===== config.mk =====
export PLATFORM = sky130hd
export DESIGN_NAME = stp_ctrl
export DESIGN_NICKNAME = d
export VERILOG_FILES = /design/src/rtl/stp_pkg.sv /design/src/rtl/stp_ctrl.sv
export SDC_FILE = /design/constraint.sdc
export NUM_CORES = 1
export LEC_CHECK = 0
export BUFFER_PORTS_ARGS = -buffer_cell sky130_fd_sc_hd__buf_2
export CAP_MARGIN = 20
export CORE_UTILIZATION = 25
export CTS_BUF_LIST = sky130_fd_sc_hd__clkbuf_2
export DETAILED_ROUTE_END_ITERATION = 12
export MAX_ROUTING_LAYER = met4
export SLEW_MARGIN = 20
export SYNTH_ARGS = -nofsm -noshare
export SYNTH_HDL_FRONTEND = slang
export SYNTH_SLANG_ARGS = --single-unit

===== constraint.sdc =====
create_clock -name clock -period 2.7 [get_ports clock]
set_input_delay 0.135 -clock clock [delete_from_list [all_inputs] [get_ports clock]]
set_output_delay 0.135 -clock clock [all_outputs]
set_load 0.02 [all_outputs]

===== src/rtl/stp_pkg.sv =====
// Shared types, op codes and constants for the trapezoid ramp period generator.
package stp_pkg;

   typedef struct packed {
      logic        opcode;
      logic [23:0] total_steps;
   } req_type;

   typedef struct packed {
      logic [31:0] counter_value;
      logic [1:0]  phase;
      logic [31:0] accel_steps_out;
      logic [23:0] decel_steps_out;
      logic [23:0] steps_done;
   } rsp_type;

   typedef struct packed {
      logic [4:0] op;
      logic       rsp_load;
   } cmd_type;

   typedef struct packed {
      logic div_busy;
      logic sqrt_busy;
      logic limit_gt;
      logic upd_need;
   } status_type;

   // request opcodes
   localparam logic OPC_START = 1'b0;
   localparam logic OPC_NEXT  = 1'b1;

   // phases
   localparam logic [1:0] PH_ACCEL = 2'd0;
   localparam logic [1:0] PH_CONST = 2'd1;
   localparam logic [1:0] PH_DECEL = 2'd2;
   localparam logic [1:0] PH_STOP  = 2'd3;

   // register indexes
   localparam logic [2:0] REG_STEP_ANGLE = 3'd0;
   localparam logic [2:0] REG_TIMER_CLK  = 3'd1;
   localparam logic [2:0] REG_ACCEL      = 3'd2;
   localparam logic [2:0] REG_DECEL      = 3'd3;
   localparam logic [2:0] REG_CRUISE     = 3'd4;

   // datapath ops
   localparam logic [4:0] OP_NONE   = 5'd0;
   localparam logic [4:0] OP_LOAD   = 5'd1;
   localparam logic [4:0] OP_MDEN   = 5'd2;
   localparam logic [4:0] OP_MCS    = 5'd3;
   localparam logic [4:0] OP_DIV    = 5'd4;
   localparam logic [4:0] OP_SSTEPS = 5'd5;
   localparam logic [4:0] OP_SLIM   = 5'd6;
   localparam logic [4:0] OP_SMAG   = 5'd7;
   localparam logic [4:0] OP_SDST   = 5'd8;
   localparam logic [4:0] OP_MT1    = 5'd9;
   localparam logic [4:0] OP_ST1    = 5'd10;
   localparam logic [4:0] OP_MA     = 5'd11;
   localparam logic [4:0] OP_SQ     = 5'd12;
   localparam logic [4:0] OP_MRL    = 5'd13;
   localparam logic [4:0] OP_MRH    = 5'd14;
   localparam logic [4:0] OP_MSUM   = 5'd15;
   localparam logic [4:0] OP_SPR    = 5'd16;
   localparam logic [4:0] OP_NEXT   = 5'd17;
   localparam logic [4:0] OP_DUPD   = 5'd18;
   localparam logic [4:0] OP_SUPD   = 5'd19;

   // arithmetic constants
   localparam logic [31:0] K_DEN_SCALE = 32'd200;     // 2 * 100
   localparam logic [31:0] K_T1_MUL    = 32'd676;
   localparam logic [63:0] K_T1_DIV    = 64'd100000;
   localparam logic [31:0] K_A_LO      = 32'd20000;   // 20000 * 1000000 = 2e10
   localparam logic [31:0] K_A_HI      = 32'd1000000;
   localparam logic [63:0] K_PR_DIV    = 64'd25600;

   // register reset values
   localparam logic [16:0] RST_STEP_ANGLE = 17'd3142;
   localparam logic [29:0] RST_TIMER_CLK  = 30'd1000000;
   localparam logic [23:0] RST_ACCEL      = 24'd10000;
   localparam logic [23:0] RST_DECEL      = 24'd10000;
   localparam logic [23:0] RST_CRUISE     = 24'd1000;

   function automatic logic [31:0] sat32(input logic [63:0] v);
      sat32 = (|v[63:32]) ? 32'hFFFF_FFFF : v[31:0];
   endfunction

endpackage


===== src/rtl/stp_ctrl.sv =====
// Sequencer: walks the datapath through the start and next-step computations.
module stp_ctrl (
   input  logic                clock,
   input  logic                reset,
   input  logic                req_valid,
   input  logic                req_opcode,
   input  logic                rsp_free,
   input  stp_pkg::status_type status,
   output logic                req_ready,
   output stp_pkg::cmd_type    cmd
);
   import stp_pkg::*;

   localparam logic [5:0] S_IDLE   = 6'd0;
   localparam logic [5:0] S_MDEN   = 6'd1;
   localparam logic [5:0] S_MCS    = 6'd2;
   localparam logic [5:0] S_DIVA   = 6'd3;
   localparam logic [5:0] S_WA     = 6'd4;
   localparam logic [5:0] S_SSTEPS = 6'd5;
   localparam logic [5:0] S_DIVB   = 6'd6;
   localparam logic [5:0] S_WB     = 6'd7;
   localparam logic [5:0] S_SLIM   = 6'd8;
   localparam logic [5:0] S_CHK    = 6'd9;
   localparam logic [5:0] S_DIVC   = 6'd10;
   localparam logic [5:0] S_WC     = 6'd11;
   localparam logic [5:0] S_SMAG   = 6'd12;
   localparam logic [5:0] S_SDST   = 6'd13;
   localparam logic [5:0] S_MT1    = 6'd14;
   localparam logic [5:0] S_DIVD   = 6'd15;
   localparam logic [5:0] S_WD     = 6'd16;
   localparam logic [5:0] S_ST1    = 6'd17;
   localparam logic [5:0] S_MA     = 6'd18;
   localparam logic [5:0] S_DIVE   = 6'd19;
   localparam logic [5:0] S_WE     = 6'd20;
   localparam logic [5:0] S_SQ     = 6'd21;
   localparam logic [5:0] S_WSQ    = 6'd22;
   localparam logic [5:0] S_MRL    = 6'd23;
   localparam logic [5:0] S_MRH    = 6'd24;
   localparam logic [5:0] S_MSUM   = 6'd25;
   localparam logic [5:0] S_DIVF   = 6'd26;
   localparam logic [5:0] S_WF     = 6'd27;
   localparam logic [5:0] S_SPR    = 6'd28;
   localparam logic [5:0] S_CHKU   = 6'd29;
   localparam logic [5:0] S_DUPD   = 6'd30;
   localparam logic [5:0] S_WU     = 6'd31;
   localparam logic [5:0] S_SUPD   = 6'd32;
   localparam logic [5:0] S_RESP   = 6'd33;

   logic [5:0] state_ff, state_in;

   always_comb begin
      state_in     = state_ff;
      cmd.op       = OP_NONE;
      cmd.rsp_load = 1'b0;
      req_ready    = 1'b0;
      case (state_ff)
         S_IDLE: begin
            req_ready = 1'b1;
            if (req_valid) begin
               if (req_opcode == OPC_NEXT) begin
                  cmd.op   = OP_NEXT;
                  state_in = S_CHKU;
               end else begin
                  cmd.op   = OP_LOAD;
                  state_in = S_MDEN;
               end
            end
         end
         S_MDEN:   begin cmd.op = OP_MDEN;   state_in = S_MCS;    end
         S_MCS:    begin cmd.op = OP_MCS;    state_in = S_DIVA;   end
         S_DIVA:   begin cmd.op = OP_DIV;    state_in = S_WA;     end
         S_WA:     if (!status.div_busy) state_in = S_SSTEPS;
         S_SSTEPS: begin cmd.op = OP_SSTEPS; state_in = S_DIVB;   end
         S_DIVB:   begin cmd.op = OP_DIV;    state_in = S_WB;     end
         S_WB:     if (!status.div_busy) state_in = S_SLIM;
         S_SLIM:   begin cmd.op = OP_SLIM;   state_in = S_CHK;    end
         S_CHK:    state_in = status.limit_gt ? S_DIVC : S_SDST;
         S_DIVC:   begin cmd.op = OP_DIV;    state_in = S_WC;     end
         S_WC:     if (!status.div_busy) state_in = S_SMAG;
         S_SMAG:   begin cmd.op = OP_SMAG;   state_in = S_MT1;    end
         S_SDST:   begin cmd.op = OP_SDST;   state_in = S_MT1;    end
         S_MT1:    begin cmd.op = OP_MT1;    state_in = S_DIVD;   end
         S_DIVD:   begin cmd.op = OP_DIV;    state_in = S_WD;     end
         S_WD:     if (!status.div_busy) state_in = S_ST1;
         S_ST1:    begin cmd.op = OP_ST1;    state_in = S_MA;     end
         S_MA:     begin cmd.op = OP_MA;     state_in = S_DIVE;   end
         S_DIVE:   begin cmd.op = OP_DIV;    state_in = S_WE;     end
         S_WE:     if (!status.div_busy) state_in = S_SQ;
         S_SQ:     begin cmd.op = OP_SQ;     state_in = S_WSQ;    end
         S_WSQ:    if (!status.sqrt_busy) state_in = S_MRL;
         S_MRL:    begin cmd.op = OP_MRL;    state_in = S_MRH;    end
         S_MRH:    begin cmd.op = OP_MRH;    state_in = S_MSUM;   end
         S_MSUM:   begin cmd.op = OP_MSUM;   state_in = S_DIVF;   end
         S_DIVF:   begin cmd.op = OP_DIV;    state_in = S_WF;     end
         S_WF:     if (!status.div_busy) state_in = S_SPR;
         S_SPR:    begin cmd.op = OP_SPR;    state_in = S_RESP;   end
         S_CHKU:   state_in = status.upd_need ? S_DUPD : S_RESP;
         S_DUPD:   begin cmd.op = OP_DUPD;   state_in = S_WU;     end
         S_WU:     if (!status.div_busy) state_in = S_SUPD;
         S_SUPD:   begin cmd.op = OP_SUPD;   state_in = S_RESP;   end
         S_RESP: begin
            if (rsp_free) begin
               cmd.rsp_load = 1'b1;
               state_in     = S_IDLE;
            end
         end
         default: state_in = S_IDLE;
      endcase
   end

   always_ff @(posedge clock) begin
      if (reset) begin
         state_ff <= S_IDLE;
      end else begin
         state_ff <= state_in;
      end
   end
endmodule


==> reports/metrics.yaml <==
status: "complete, no violations"
p_leak_nw: 0.401
insertedDiodeCount: 0
switching_share: 0.571
start_util: 0.268
ys_seq_elements: 6
instances_no_fill: 204
drv_cap: 0
h-tree-depth: 1
cts_root_buffer: "clkbuf_2"
power_density_nw_per_um2: 1220
synthCells: 149
max_flop_register: "state_ff"
grt_pass1_vias: 1114
p_switching_mw: 0.770
fmax_ghz: 0.448
cp.arrival_ns: 2.32
crit_type: "flip-flop to flip-flop"
cp-end-kind: "flip-flop"
routed_wl_mm: 3.04
final_core_util: 0.292
mostFrequentLayoutCell: "buf_2"
postCtsSetupRepairBufs: 0
vias: 1206
tightest_slew_ns: 0.784
grt_usage: 0.159
internal-power_mw: 0.579
syn_to_final_growth_pct: 8.83
synthesis.nets: 158
reg.largest.list: "state_ff x6"
cp.required_ns: 2.79
crit_fanout: 27
synth_area_sq_um: 1020
hold_viol: 0
io_buffers: 15
viasPerCell: 5.91
synth_edf_count: 0
cts_buffers: 3
dpl.hpwl_mm: 2.24
insertion_delay_ns: 0.22
cts_tree: "yes"
cts_sinks: 6
clockPowerShare: 0.047
place_congestion: 0.949
holdBufCountCts: 0
fp.dieH_um: 65.9
drt-pass1-iter-count: 4
pin_count: 16
design_area_sq_um: 1110
maxSlewHeadroom: 0.477
layout_common_cells: "buf_2 (15), a21oi_1 (14), nor2_1 (13), o21ai_0 (12), nand2_1 (10)"
fillCellCount: 445
ys_warn_count: 0
synth-seq-area-share: 0.118
ys_types: 46
rows: 22
period_needed_ns: 2.23
final_nets: 167
route.detailed.drc: 0
ys.flop_type: "dfxtp_1"
ir_worst_vdd_uv: 360
dp_slack_ns: 0.512
grt_pass1_wl_mm: 5.33
drv_slew: 0
wl_per_cell_um: 14.9
skew_ns: 0.00822
drtIter0Drc: 61
rsz0062_at_grt: "false"
post_dp_cell_area_sq_um: 1090
fin_crit_sh: 0.827
largest_reg_flops: 6
setup_ws_ns: 0.467
p_seq_frac: 0.213
die_w_um: 65.9
synthArstFlopShare: 0
dp_cells: 201
post_cts_resized: 0
clk_path_buf_depth: 2
grt_max_degree: 28
avgSynthCellArea_sq_um: 6.84
clkTransAtPathRegs_ns: 0.07
core_area_sq_um: 3800
worstSetupStartpointType: "flip-flop"
drive_above_1_share: 0.192
overflow: 0
power_frac_comb: 0.740
antenna_found_initial: 0
antenna_left: 0
setup_viol_count_final: 0
setup_tns_ns: 0
hold_class: "input pin to flip-flop"
dieArea_sq_um: 4340
==> kinds of logic (layout without fill, tap and decap cells) <==
| kind of cell | Yosys count | after routing | share of synthesized area |
|---|---|---|---|
| and+or+nand+nor | 64 | 64 | 0.345 |
| muxes | 1 | 1 | 0.00982 |
| DFF | 6 | 6 | 0.118 |
| AOI/OAI and AO/OA | 59 | 59 | 0.428 |
| buffers and inverters | 19 | 26 | 0.0994 |
==> metrics by stage <==
step / power (mW) / hold slack, ns
after detailed placement: 1.28 / 0.406
after floorplan: 1.07 / 0.200
after CTS: 1.35 / 0.160
after global routing: 1.49 / 0.171
after global placement: 1.29 / 0.409
final: 1.35 / 0.187
==> power by group through the flow <==
stage                     sequential [mW]  clock, mW  combinational [mW]
after floorplan                     0.148          0               0.918
after global placement              0.289          0               0.999
after detailed placement            0.287          0               0.991
after CTS                           0.286     0.0671               0.995
after global routing                0.308     0.0713                1.11
final                               0.287     0.0638               0.998
==> layer usage <==
| layer | vias up | track usage | share of wire |
|---|---|---|---|
| met3 | 4 | 0.0397 | 0.083 |
| met1 | 556 | 0.218 | 0.44 |
| met4 | 0 | 0.0380 | 0.011 |
| met2 | 58 | 0.230 | 0.46 |
| met5 | - | - | 0 |
| li1 | 588 | - | - |
==> area by class of cell <==
cell class / count / area [sq um] / area share
multi-input cells: 124 / 798 / 0.719
flip-flops and latches: 6 / 120 / 0.108
repair buffers: 18 / 97.6 / 0.0879
well taps: 48 / 60.1 / 0.0541
inverters: 5 / 18.8 / 0.0169
clock buffers: 3 / 15.0 / 0.0135
==> worst max-delay path, cell delays in order (launching register included) <==
cell and delay (ns):
dfxtp_1 0.83, nor4b_1 0.55, nand4_1 0.27, o311a_1 0.23
nand2_2 0.12, a221oi_1 0.08
==> worst paths after layout <==
| check | from | to | slack, ns | cells past startpoint |
|---|---|---|---|---|
| worst max register to register | state_ff[0]$_SDFFE_PP0P_ | state_ff[3]$_SDFFE_PP0P_ | 0.47 | 5 |
| worst max-delay path | state_ff[0]$_SDFFE_PP0P_ | state_ff[3]$_SDFFE_PP0P_ | 0.47 | 5 |
| worst min register to register | state_ff[1]$_SDFFE_PP0P_ | state_ff[1]$_SDFFE_PP0P_ | 0.71 | 2 |
| worst min-delay path | reset | state_ff[2]$_SDFFE_PP0P_ | 0.19 | 2 |
==> Yosys cell counts (3+ instances only) <==
cell type / instances / area (sq um)
buf_2: 9 / 45.0
nand3_1: 5 / 25.0
a21oi_1: 14 / 70.1
nand2_1: 10 / 37.5
nor2b_1: 6 / 37.5
nand3b_1: 3 / 22.5
a221oi_1: 3 / 26.3
o21ai_0: 12 / 60.1
a311oi_1: 3 / 26.3
inv_1: 4 / 15.0
dfxtp_1: 6 / 120
o211ai_1: 3 / 22.5
nor2_1: 13 / 48.8
nor4_1: 3 / 18.8
nand2b_1: 6 / 37.5
nand4_1: 4 / 25.0
a211oi_1: 4 / 30.0
or2_2: 3 / 18.8
Note: power is estimated with default switching activity, not from simulation.
