File: src/rtl/stp_pkg.sv
// Shared types, op codes and constants for the trapezoid ramp period generator.
package stp_pkg;

   typedef struct packed {
      logic        opcode;
      logic [23:0] total_steps;
   } req_type;

   typedef struct packed {
      logic [31:0] counter_value;
      logic [1:0]  phase;
      logic [31:0] accel_steps_out;
      logic [23:0] decel_steps_out;
      logic [23:0] steps_done;
   } rsp_type;

   typedef struct packed {
      logic [4:0] op;
      logic       rsp_load;
   } cmd_type;

   typedef struct packed {
      logic div_busy;
      logic sqrt_busy;
      logic limit_gt;
      logic upd_need;
   } status_type;

   // request opcodes
   localparam logic OPC_START = 1'b0;
   localparam logic OPC_NEXT  = 1'b1;

   // phases
   localparam logic [1:0] PH_ACCEL = 2'd0;
   localparam logic [1:0] PH_CONST = 2'd1;
   localparam logic [1:0] PH_DECEL = 2'd2;
   localparam logic [1:0] PH_STOP  = 2'd3;

   // register indexes
   localparam logic [2:0] REG_STEP_ANGLE = 3'd0;
   localparam logic [2:0] REG_TIMER_CLK  = 3'd1;
   localparam logic [2:0] REG_ACCEL      = 3'd2;
   localparam logic [2:0] REG_DECEL      = 3'd3;
   localparam logic [2:0] REG_CRUISE     = 3'd4;

   // datapath ops
   localparam logic [4:0] OP_NONE   = 5'd0;
   localparam logic [4:0] OP_LOAD   = 5'd1;
   localparam logic [4:0] OP_MDEN   = 5'd2;
   localparam logic [4:0] OP_MCS    = 5'd3;
   localparam logic [4:0] OP_DIV    = 5'd4;
   localparam logic [4:0] OP_SSTEPS = 5'd5;
   localparam logic [4:0] OP_SLIM   = 5'd6;
   localparam logic [4:0] OP_SMAG   = 5'd7;
   localparam logic [4:0] OP_SDST   = 5'd8;
   localparam logic [4:0] OP_MT1    = 5'd9;
   localparam logic [4:0] OP_ST1    = 5'd10;
   localparam logic [4:0] OP_MA     = 5'd11;
   localparam logic [4:0] OP_SQ     = 5'd12;
   localparam logic [4:0] OP_MRL    = 5'd13;
   localparam logic [4:0] OP_MRH    = 5'd14;
   localparam logic [4:0] OP_MSUM   = 5'd15;
   localparam logic [4:0] OP_SPR    = 5'd16;
   localparam logic [4:0] OP_NEXT   = 5'd17;
   localparam logic [4:0] OP_DUPD   = 5'd18;
   localparam logic [4:0] OP_SUPD   = 5'd19;

   // arithmetic constants
   localparam logic [31:0] K_DEN_SCALE = 32'd200;     // 2 * 100
   localparam logic [31:0] K_T1_MUL    = 32'd676;
   localparam logic [63:0] K_T1_DIV    = 64'd100000;
   localparam logic [31:0] K_A_LO      = 32'd20000;   // 20000 * 1000000 = 2e10
   localparam logic [31:0] K_A_HI      = 32'd1000000;
   localparam logic [63:0] K_PR_DIV    = 64'd25600;

   // register reset values
   localparam logic [16:0] RST_STEP_ANGLE = 17'd3142;
   localparam logic [29:0] RST_TIMER_CLK  = 30'd1000000;
   localparam logic [23:0] RST_ACCEL      = 24'd10000;
   localparam logic [23:0] RST_DECEL      = 24'd10000;
   localparam logic [23:0] RST_CRUISE     = 24'd1000;

   function automatic logic [31:0] sat32(input logic [63:0] v);
      sat32 = (|v[63:32]) ? 32'hFFFF_FFFF : v[31:0];
   endfunction

endpackage

File: src/rtl/stp_div.sv
// Radix-2 restoring unsigned divider, 64 by 64 bits, one quotient bit per cycle.
module stp_div (
   input  logic        clock,
   input  logic        reset,
   input  logic        go,
   input  logic [63:0] num,
   input  logic [63:0] den,
   output logic        busy,
   output logic [63:0] quo,
   output logic [63:0] rem
);
   logic        busy_ff, busy_in;
   logic [5:0]  cnt_ff, cnt_in;
   logic [63:0] q_ff, q_in;
   logic [63:0] r_ff, r_in;
   logic [63:0] d_ff, d_in;
   logic [64:0] shifted;
   logic [64:0] diff;

   always_comb begin
      shifted = {r_ff, q_ff[63]};
      diff    = shifted - {1'b0, d_ff};
      busy_in = busy_ff;
      cnt_in  = cnt_ff;
      q_in    = q_ff;
      r_in    = r_ff;
      d_in    = d_ff;
      if (go) begin
         busy_in = 1'b1;
         cnt_in  = 6'd63;
         q_in    = num;
         r_in    = '0;
         d_in    = den;
      end else if (busy_ff) begin
         if (!diff[64]) begin
            r_in = diff[63:0];
            q_in = {q_ff[62:0], 1'b1};
         end else begin
            r_in = shifted[63:0];
            q_in = {q_ff[62:0], 1'b0};
         end
         cnt_in = cnt_ff - 6'd1;
         if (cnt_ff == 6'd0) begin
            busy_in = 1'b0;
         end
      end
   end

   always_ff @(posedge clock) begin
      if (reset) begin
         busy_ff <= 1'b0;
         cnt_ff  <= '0;
      end else begin
         busy_ff <= busy_in;
         cnt_ff  <= cnt_in;
      end
      q_ff <= q_in;
      r_ff <= r_in;
      d_ff <= d_in;
   end

   assign busy = busy_ff;
   assign quo  = q_ff;
   assign rem  = r_ff;
endmodule

File: src/rtl/stp_sqrt.sv
// Restoring integer square root of an 80-bit value, one root bit per cycle.
module stp_sqrt (
   input  logic        clock,
   input  logic        reset,
   input  logic        go,
   input  logic [79:0] radicand,
   output logic        busy,
   output logic [39:0] root
);
   logic        busy_ff, busy_in;
   logic [5:0]  cnt_ff, cnt_in;
   logic [79:0] x_ff, x_in;
   logic [41:0] rem_ff, rem_in;
   logic [39:0] root_ff, root_in;
   logic [43:0] trial_rem;
   logic [43:0] trial;
   logic [43:0] diff;

   always_comb begin
      trial_rem = {rem_ff, x_ff[79:78]};
      trial     = {2'b00, root_ff, 2'b01};
      diff      = trial_rem - trial;
      busy_in   = busy_ff;
      cnt_in    = cnt_ff;
      x_in      = x_ff;
      rem_in    = rem_ff;
      root_in   = root_ff;
      if (go) begin
         busy_in = 1'b1;
         cnt_in  = 6'd39;
         x_in    = radicand;
         rem_in  = '0;
         root_in = '0;
      end else if (busy_ff) begin
         x_in = {x_ff[77:0], 2'b00};
         if (trial_rem >= trial) begin
            rem_in  = diff[41:0];
            root_in = {root_ff[38:0], 1'b1};
         end else begin
            rem_in  = trial_rem[41:0];
            root_in = {root_ff[38:0], 1'b0};
         end
         cnt_in = cnt_ff - 6'd1;
         if (cnt_ff == 6'd0) begin
            busy_in = 1'b0;
         end
      end
   end

   always_ff @(posedge clock) begin
      if (reset) begin
         busy_ff <= 1'b0;
         cnt_ff  <= '0;
      end else begin
         busy_ff <= busy_in;
         cnt_ff  <= cnt_in;
      end
      x_ff    <= x_in;
      rem_ff  <= rem_in;
      root_ff <= root_in;
   end

   assign busy = busy_ff;
   assign root = root_ff;
endmodule

File: src/rtl/stp_dp.sv
// Datapath: config registers, move state, shared multiplier, divider and square root.
module stp_dp (
   input  logic                clock,
   input  logic                reset,
   input  stp_pkg::cmd_type    cmd,
   input  logic [23:0]         total_steps,
   input  logic                csr_we,
   input  logic [2:0]          csr_index,
   input  logic [29:0]         csr_data,
   output stp_pkg::status_type status,
   output stp_pkg::rsp_type    res
);
   import stp_pkg::*;

   logic [16:0] sa_ff;
   logic [29:0] clk_ff;
   logic [23:0] ar_ff, dr_ff, cs_ff;

   logic [1:0]  phase_ff, phase_in;
   logic [31:0] idx_ff, idx_in;
   logic [31:0] remr_ff, remr_in;
   logic [31:0] last_ff, last_in;
   logic [31:0] steps_ff, steps_in;
   logic [31:0] limit_ff, limit_in;
   logic [31:0] dstart_ff, dstart_in;
   logic [23:0] mlen_ff, mlen_in;
   logic        upd_ff, upd_in;

   logic [63:0] prod_ff, prod_in;
   logic [63:0] tmp_ff, tmp_in;
   logic [22:0] t1_ff, t1_in;

   logic [31:0] mul_a, mul_b;
   logic [63:0] mul_p;

   logic        div_go, sqrt_go, div_busy, sqrt_busy;
   logic [63:0] div_num, div_den, quo, rem;
   logic [39:0] root;

   // period update operands
   logic [35:0] n_val, d_val, n_mag, d_mag;
   logic        n_neg, q_neg;
   logic [37:0] q_s, new_last;
   logic [35:0] r_s;
   logic [31:0] idx1, cthr, mag;

   // output shaping
   logic [32:0] neg_ds;
   logic [33:0] done_dec;

   assign mul_p = mul_a * mul_b;

   always_comb begin
      n_val = {3'b000, last_ff, 1'b0} + {{4{remr_ff[31]}}, remr_ff};
      d_val = {{2{idx_ff[31]}}, idx_ff, 2'b01};
      n_neg = n_val[35];
      q_neg = n_val[35] ^ d_val[35];
      n_mag = n_neg ? 36'(0 - n_val) : n_val;
      d_mag = d_val[35] ? 36'(0 - d_val) : d_val;
      q_s   = q_neg ? 38'(0 - {2'b00, quo[35:0]}) : {2'b00, quo[35:0]};
      r_s   = n_neg ? 36'(0 - rem[35:0]) : rem[35:0];
      new_last = {6'b0, last_ff} - q_s;
      idx1  = idx_ff + 32'd1;
      cthr  = {8'b0, mlen_ff} + dstart_ff;
      mag   = sat32(quo);
      if (mag[31]) begin
         mag = 32'h7FFF_FFFF;
      end
   end

   always_comb begin
      phase_in  = phase_ff;
      idx_in    = idx_ff;
      remr_in   = remr_ff;
      last_in   = last_ff;
      steps_in  = steps_ff;
      limit_in  = limit_ff;
      dstart_in = dstart_ff;
      mlen_in   = mlen_ff;
      upd_in    = upd_ff;
      prod_in   = prod_ff;
      tmp_in    = tmp_ff;
      t1_in     = t1_ff;
      mul_a     = '0;
      mul_b     = '0;
      div_go    = 1'b0;
      div_num   = prod_ff;
      div_den   = tmp_ff;
      sqrt_go   = 1'b0;
      case (cmd.op)
         OP_LOAD: begin
            phase_in = PH_ACCEL;
            idx_in   = '0;
            remr_in  = '0;
            last_in  = '0;
            mlen_in  = total_steps;
            mul_a    = {8'b0, ar_ff};
            mul_b    = K_DEN_SCALE;
            prod_in  = mul_p;
         end
         OP_MDEN: begin
            mul_a   = prod_ff[31:0];
            mul_b   = {15'b0, sa_ff};
            prod_in = mul_p;
         end
         OP_MCS: begin
            // 200 * accel * angle is already the full divisor
            tmp_in  = prod_ff;
            mul_a   = {8'b0, cs_ff};
            mul_b   = {8'b0, cs_ff};
            prod_in = mul_p;
         end
         OP_DIV: begin
            div_go = 1'b1;
         end
         OP_SSTEPS: begin
            steps_in = sat32(quo);
            mul_a    = {8'b0, dr_ff};
            mul_b    = {8'b0, mlen_ff};
            prod_in  = mul_p;
            tmp_in   = {39'b0, {1'b0, ar_ff} + {1'b0, dr_ff}};
         end
         OP_SLIM: begin
            limit_in = sat32(quo);
            mul_a    = steps_ff;
            mul_b    = {8'b0, ar_ff};
            prod_in  = mul_p;
            tmp_in   = {40'b0, dr_ff};
         end
         OP_SMAG: begin
            dstart_in = 32'(0 - mag);
         end
         OP_SDST: begin
            dstart_in = limit_ff - {8'b0, mlen_ff};
         end
         OP_MT1: begin
            mul_a   = {2'b0, clk_ff};
            mul_b   = K_T1_MUL;
            prod_in = mul_p;
            tmp_in  = K_T1_DIV;
         end
         OP_ST1: begin
            t1_in   = quo[22:0];
            mul_a   = {15'b0, sa_ff};
            mul_b   = K_A_LO;
            prod_in = mul_p;
         end
         OP_MA: begin
            mul_a   = prod_ff[31:0];
            mul_b   = K_A_HI;
            prod_in = mul_p;
            tmp_in  = {40'b0, ar_ff};
         end
         OP_SQ: begin
            sqrt_go = 1'b1;
         end
         OP_MRL: begin
            mul_a   = {9'b0, t1_ff};
            mul_b   = {12'b0, root[19:0]};
            prod_in = mul_p;
         end
         OP_MRH: begin
            tmp_in  = prod_ff;
            mul_a   = {9'b0, t1_ff};
            mul_b   = {12'b0, root[39:20]};
            prod_in = mul_p;
         end
         OP_MSUM: begin
            prod_in = {prod_ff[43:0], 20'b0} + tmp_ff;
            tmp_in  = K_PR_DIV;
         end
         OP_SPR: begin
            last_in = sat32(quo);
         end
         OP_NEXT: begin
            idx_in = idx1;
            upd_in = 1'b1;
            case (phase_ff)
               PH_ACCEL: begin
                  if (idx1 > limit_ff) begin
                     phase_in = PH_DECEL;
                     idx_in   = dstart_ff;
                  end else if (idx1 > steps_ff) begin
                     phase_in = PH_CONST;
                  end
               end
               PH_CONST: begin
                  if (idx1 > cthr) begin
                     phase_in = PH_DECEL;
                     idx_in   = dstart_ff;
                  end else begin
                     upd_in = 1'b0;
                  end
               end
               PH_DECEL: begin
                  if (idx1 == 32'd0) begin
                     phase_in = PH_STOP;
                     last_in  = '0;
                     remr_in  = '0;
                     upd_in   = 1'b0;
                  end
               end
               default: begin
                  phase_in = PH_ACCEL;
                  idx_in   = '0;
                  remr_in  = '0;
                  last_in  = '0;
               end
            endcase
         end
         OP_DUPD: begin
            div_go  = 1'b1;
            div_num = {28'b0, n_mag};
            div_den = {28'b0, d_mag};
         end
         OP_SUPD: begin
            remr_in = r_s[31:0];
            if (new_last[37]) begin
               last_in = '0;
            end else if (|new_last[36:32]) begin
               last_in = 32'hFFFF_FFFF;
            end else begin
               last_in = new_last[31:0];
            end
         end
         default: begin
         end
      endcase
   end

   always_ff @(posedge clock) begin
      if (reset) begin
         sa_ff     <= RST_STEP_ANGLE;
         clk_ff    <= RST_TIMER_CLK;
         ar_ff     <= RST_ACCEL;
         dr_ff     <= RST_DECEL;
         cs_ff     <= RST_CRUISE;
         phase_ff  <= PH_ACCEL;
         idx_ff    <= '0;
         remr_ff   <= '0;
         last_ff   <= '0;
         steps_ff  <= '0;
         limit_ff  <= '0;
         dstart_ff <= '0;
         mlen_ff   <= '0;
         upd_ff    <= 1'b0;
      end else begin
         if (csr_we) begin
            case (csr_index)
               REG_STEP_ANGLE: sa_ff  <= csr_data[16:0];
               REG_TIMER_CLK:  clk_ff <= csr_data;
               REG_ACCEL:      ar_ff  <= csr_data[23:0];
               REG_DECEL:      dr_ff  <= csr_data[23:0];
               REG_CRUISE:     cs_ff  <= csr_data[23:0];
               default: begin
               end
            endcase
         end
         phase_ff  <= phase_in;
         idx_ff    <= idx_in;
         remr_ff   <= remr_in;
         last_ff   <= last_in;
         steps_ff  <= steps_in;
         limit_ff  <= limit_in;
         dstart_ff <= dstart_in;
         mlen_ff   <= mlen_in;
         upd_ff    <= upd_in;
      end
      prod_ff <= prod_in;
      tmp_ff  <= tmp_in;
      t1_ff   <= t1_in;
   end

   stp_div u_div (
      .clock (clock),
      .reset (reset),
      .go    (div_go),
      .num   (div_num),
      .den   (div_den),
      .busy  (div_busy),
      .quo   (quo),
      .rem   (rem)
   );

   stp_sqrt u_sqrt (
      .clock    (clock),
      .reset    (reset),
      .go       (sqrt_go),
      .radicand ({quo, 16'b0}),
      .busy     (sqrt_busy),
      .root     (root)
   );

   always_comb begin
      status.div_busy  = div_busy;
      status.sqrt_busy = sqrt_busy;
      status.limit_gt  = limit_ff > steps_ff;
      status.upd_need  = upd_ff;

      neg_ds   = 33'(0) - {dstart_ff[31], dstart_ff};
      done_dec = {10'b0, mlen_ff} + {{2{idx_ff[31]}}, idx_ff} + 34'd1;

      res.counter_value   = (phase_ff == PH_STOP) ? 32'd0 : last_ff;
      res.phase           = phase_ff;
      res.accel_steps_out = (steps_ff < limit_ff) ? steps_ff : limit_ff;
      if (neg_ds[32]) begin
         res.decel_steps_out = '0;
      end else if (|neg_ds[31:24]) begin
         res.decel_steps_out = 24'hFF_FFFF;
      end else begin
         res.decel_steps_out = neg_ds[23:0];
      end
      if (phase_ff == PH_DECEL) begin
         if (done_dec[33]) begin
            res.steps_done = '0;
         end else if (|done_dec[32:24]) begin
            res.steps_done = 24'hFF_FFFF;
         end else begin
            res.steps_done = done_dec[23:0];
         end
      end else begin
         res.steps_done = (|idx_ff[31:24]) ? 24'hFF_FFFF : idx_ff[23:0];
      end
   end
endmodule

File: config.mk
export PLATFORM = sky130hd
export DESIGN_NAME = stp_dp
export DESIGN_NICKNAME = d
export VERILOG_FILES = /design/src/rtl/stp_pkg.sv /design/src/rtl/stp_div.sv /design/src/rtl/stp_sqrt.sv /design/src/rtl/stp_dp.sv
export SDC_FILE = /design/constraint.sdc
export NUM_CORES = 2
export LEC_CHECK = 0
export BUFFER_PORTS_ARGS = -buffer_cell sky130_fd_sc_hd__buf_4
export CAP_MARGIN = 0
export CORE_MARGIN = 10
export CORE_UTILIZATION = 49
export DETAILED_ROUTE_END_ITERATION = 8
export RECOVER_POWER = 50
export SLEW_MARGIN = 20
export SYNTH_ARGS = -nofsm -noshare
export SYNTH_HDL_FRONTEND = slang
export SYNTH_SLANG_ARGS = --single-unit
File: constraint.sdc
create_clock -name clock -period 18.4 [get_ports clock]
set_clock_uncertainty 0.15 [all_clocks]
set_input_delay 2.76 -clock clock [delete_from_list [all_inputs] [get_ports clock]]
set_output_delay 2.76 -clock clock [all_outputs]
set_load 0.02 [all_outputs]
==> impl_results.md <==
* DRT Pass-1 Iters at 9
* Die ar. at 187400 sq um
* Post-synth top area share at between 10% and 20%
* Post-CTS Resized at 0
* Routed wire length per instance at 26.48 um
* Vias in the first global route at 73023
* Avg Cell Area, Syn at 8.314 sq um
* CP max-delay cell: clkbuf_1
* Via count at 75030
* R2r endpoint: prod_ff[58]$_DFFE_PP_
* Initial drt markers at 7843
* Syn Nets at 11426
* Crit-path max cell delay at between 1.5 and 2 ns
* Max-Slew Margin vs Limit at -224.1%
* Clock root buffer master: clkbuf_16
* Logic depth of the worst setup path including buffers at 32
* Clock tree buffer depth at 3
* RSZ-0062 raised after global routing: no
* Core area at 169500 sq um
* Post-synth EDFFs at 343
* Bufs and invs on worst path at 7
* FFs w/ async S/R, synth at 0%
* Setup_tns at 0 ns
* Fin area at 90360 sq um
* Worst hold start: clk_ff[12]$_SDFFE_PP0P_
* FF+latch count, synth at between 800 and 900
* Clock H-tree levels at 3
* Most frequent cell after synthesis: nand2_1
* Top post-synthesis cells by count: nand2_1, inv_1, nor2_1
* Fin. max-slew vios at 1275
* Hold Crit Depth at 2
* CTS tree: done
* F_max at around 65 MHz
* Post-Syn Instances at 10046
* Antenna Nets Post-Route at 0
* Grt total ovfl at 0
* Total GRT Usage at between 30% and 40%
* Type of the most critical hold path: register to register
* R2R setup slack at 7.97 ns
* Drt via density at 6.122
* Total CTS buffers at 102
* Skew-Pair Late Insertion Delay at 0.79 ns
* Post-synth top flop: dfxtp_1
* Synth area leaders: fa_1, edfxtp_1, dfxtp_1, ha_1, nand2_1
* Post-route setup slack at roughly 3.1 ns
* Worst-path clk slew at 0.06 ns
* Final Hold Vio Count at 0
* Routed WL at 324.6 mm
* # Post-CTS Setup Buffers at 0
* Crit path time final at ~15 ns
* Fin crit share at 83.34%
* Worst path required time at 18.75 ns
* Setup violations, final at 0
* Starting density of the core at between 40% and 50%
* Power Dens Cells at about 73 nW/um^2
* First-pass GRT wire length at 477.7 mm
* CP max FO at 42
* Routability cong. at 0.9795
* Seq/Total Area, Yosys at approximately 24%
* Die Ht at ~430 um
* CP Capture Point: prod_ff[58]$_DFFE_PP_
* Initial antenna violation count at 32
* Static leakage power at between 40 and 50 nW
* Post-DP Area at a little under 90000 sq um
* DRC at 0
* CTS sink count at 841
* Startpoint Class: primary input
* Synth unique cells at 95
* Post-synth top area cell: fa_1
* Pre-CTS setup slack at 4.089 ns
* R2R Path Start: mlen_ff[22]$_SDFFE_PP0N_
* R2r worst-path depth at 26
* Critical path endpoint category: register
* Violated checks: max-capacitance violations, max-slew violations
* Share of cells above drive strength 1 at 6.064%
* Status: complete, but fails checks
* Maximum number of pins on one net before global-route repair at 86
* Cell family with most CP delay: adder cells
* Most common cell on crit path: fa_1
* Final nets at 11321
* IR drop worst, VDD at 0.07635 mV
* Worst Tran Pin Value at 4.861 ns
* Worst Path Arrival at 15.68 ns
* Hold_buf cts at 0
* Die width at ~430 um
* Top Ports at 184
* Crit Path Category: primary input to register
* FP Rows at 151
* Dpl hpwl at 250.3 mm
* Layout area overhead at 8.180%
* Synth Warn # at 0
* Synth Cell Area at 83530 sq um
* I/O Buffers at 182
* CP startpoint: cmd[5]
* Max-cap violations at 24
per-stage QoR:
step / hold WS (ns) / power, W / std cells / util [%]
after global routing: 0.3274 / 0.006924 / 12253 / 53.32
after CTS: 0.3065 / 0.006581 / 12243 / 53.42
after global placement: 0.2905 / 0.004410 / 12054 / 51.35
final: 0.3088 / 0.006597 / 12255 / 53.32
after detailed placement: 0.2978 / 0.004437 / 12054 / 51.35
after floorplan: 0.2744 / 0.003801 / 10046 / -
worst min path at each step:
stage / end / slack (ns)
2_1_floorplan: t1_ff[10]$_DFFE_PN_ / 0.27
3_3_place_gp: cs_ff[14]$_SDFFE_PP0P_ / 0.29
3_5_place_dp: clk_ff[15]$_SDFFE_PP0P_ / 0.30
4_1_cts: clk_ff[15]$_SDFFE_PP0P_ / 0.31
5_1_grt: cs_ff[23]$_SDFFE_PP0P_ / 0.33
6_report: clk_ff[12]$_SDFFE_PP0P_ / 0.31
cell type report:
cell class,instances,area (sq um)
Timing Repair Buffer,342,2426
Inverter,1145,4298
Antenna cell,11,27.53
Tap cell,2218,2775
Clock buffer,136,2880
Multi-Input combinational cell,7509,57050
Fill cell,15990,79110
Sequential cell,841,20280
Clock inverter,53,623.1
cell families after synthesis:
kind of cell | Yosys count | share of synthesized area (%)
flops | 841 | 24.27
buf+inv | 1696 | 7.749
mux | 141 | 1.699
compound gates | 2256 | 17.69
xor+xnor | 526 | 5.516
fa+ha+maj | 1314 | 25.69
simple gates | 3272 | 17.40
report_power, final:
| part | switching (W) | leakage, nW | internal, W | total, W |
|---|---|---|---|---|
| sequential | 0.000235 | 7.27 | 0.00210 | 0.00234 |
| clock | 0.000917 | 1.72 | 0.00124 | 0.00215 |
| combinational | 0.00129 | 31.8 | 0.000818 | 0.00211 |
| total | 0.00244 | 40.8 | 0.00416 | 0.00660 |
per-layer routing:
layer	part of all wire, %	up-vias	track usage (%)
met5	0.038	-	0
met4	7.1	18	20.75
met3	8.8	787	6.179
met2	44	3390	51.83
met1	40	36895	44.18
li1	-	33940	-
worst register-to-register path: stages (launching register included):
cell	delay (ns)
dfxtp_1	0.95
a22oi_1	0.32
nand2_1	0.81
nand2_1	0.18
fa_1	0.52
fa_1	0.56
inv_1	0.06
fa_1	0.55
fa_1	0.53
fa_1	0.53
fa_1	0.56
inv_1	0.06
fa_1	0.53
inv_1	0.05
ha_1	0.38
a21oi_1	0.17
o21ai_0	0.10
a21oi_1	0.21
o21ai_0	0.30
or3b_2	0.56
o31ai_1	0.46
a31oi_1	0.31
o221ai_1	0.39
a21oi_1	0.17
a311o_1	0.38
a211oi_1	0.32
a21oi_1	0.07
cell usage in the layout (no fill, tap or decap), drive strengths merged, types with 239 or more instances in the layout:
master	count
a21o	239
ha	646
edfxtp	343
o21ai	423
buf	305
a21oi	694
inv	1149
nand2	1473
dfxtp	498
fa	668
xnor2	331
nor2	831
state kept, by name (all words and copies together) (netlist names), 30 cells and up:
register       flops
tmp_ff            64
u_div.d_ff        64
last_ff           32
limit_ff          32
u_sqrt.x_ff       64
u_div.rem         64
clk_ff            30
remr_ff           32
prod_ff           64
u_sqrt.rem_ff     42
steps_ff          32
u_div.quo         64
dstart_ff         32
u_sqrt.root       40
idx_ff            32
No activity file was read; power rests on OpenSTA's default activity.
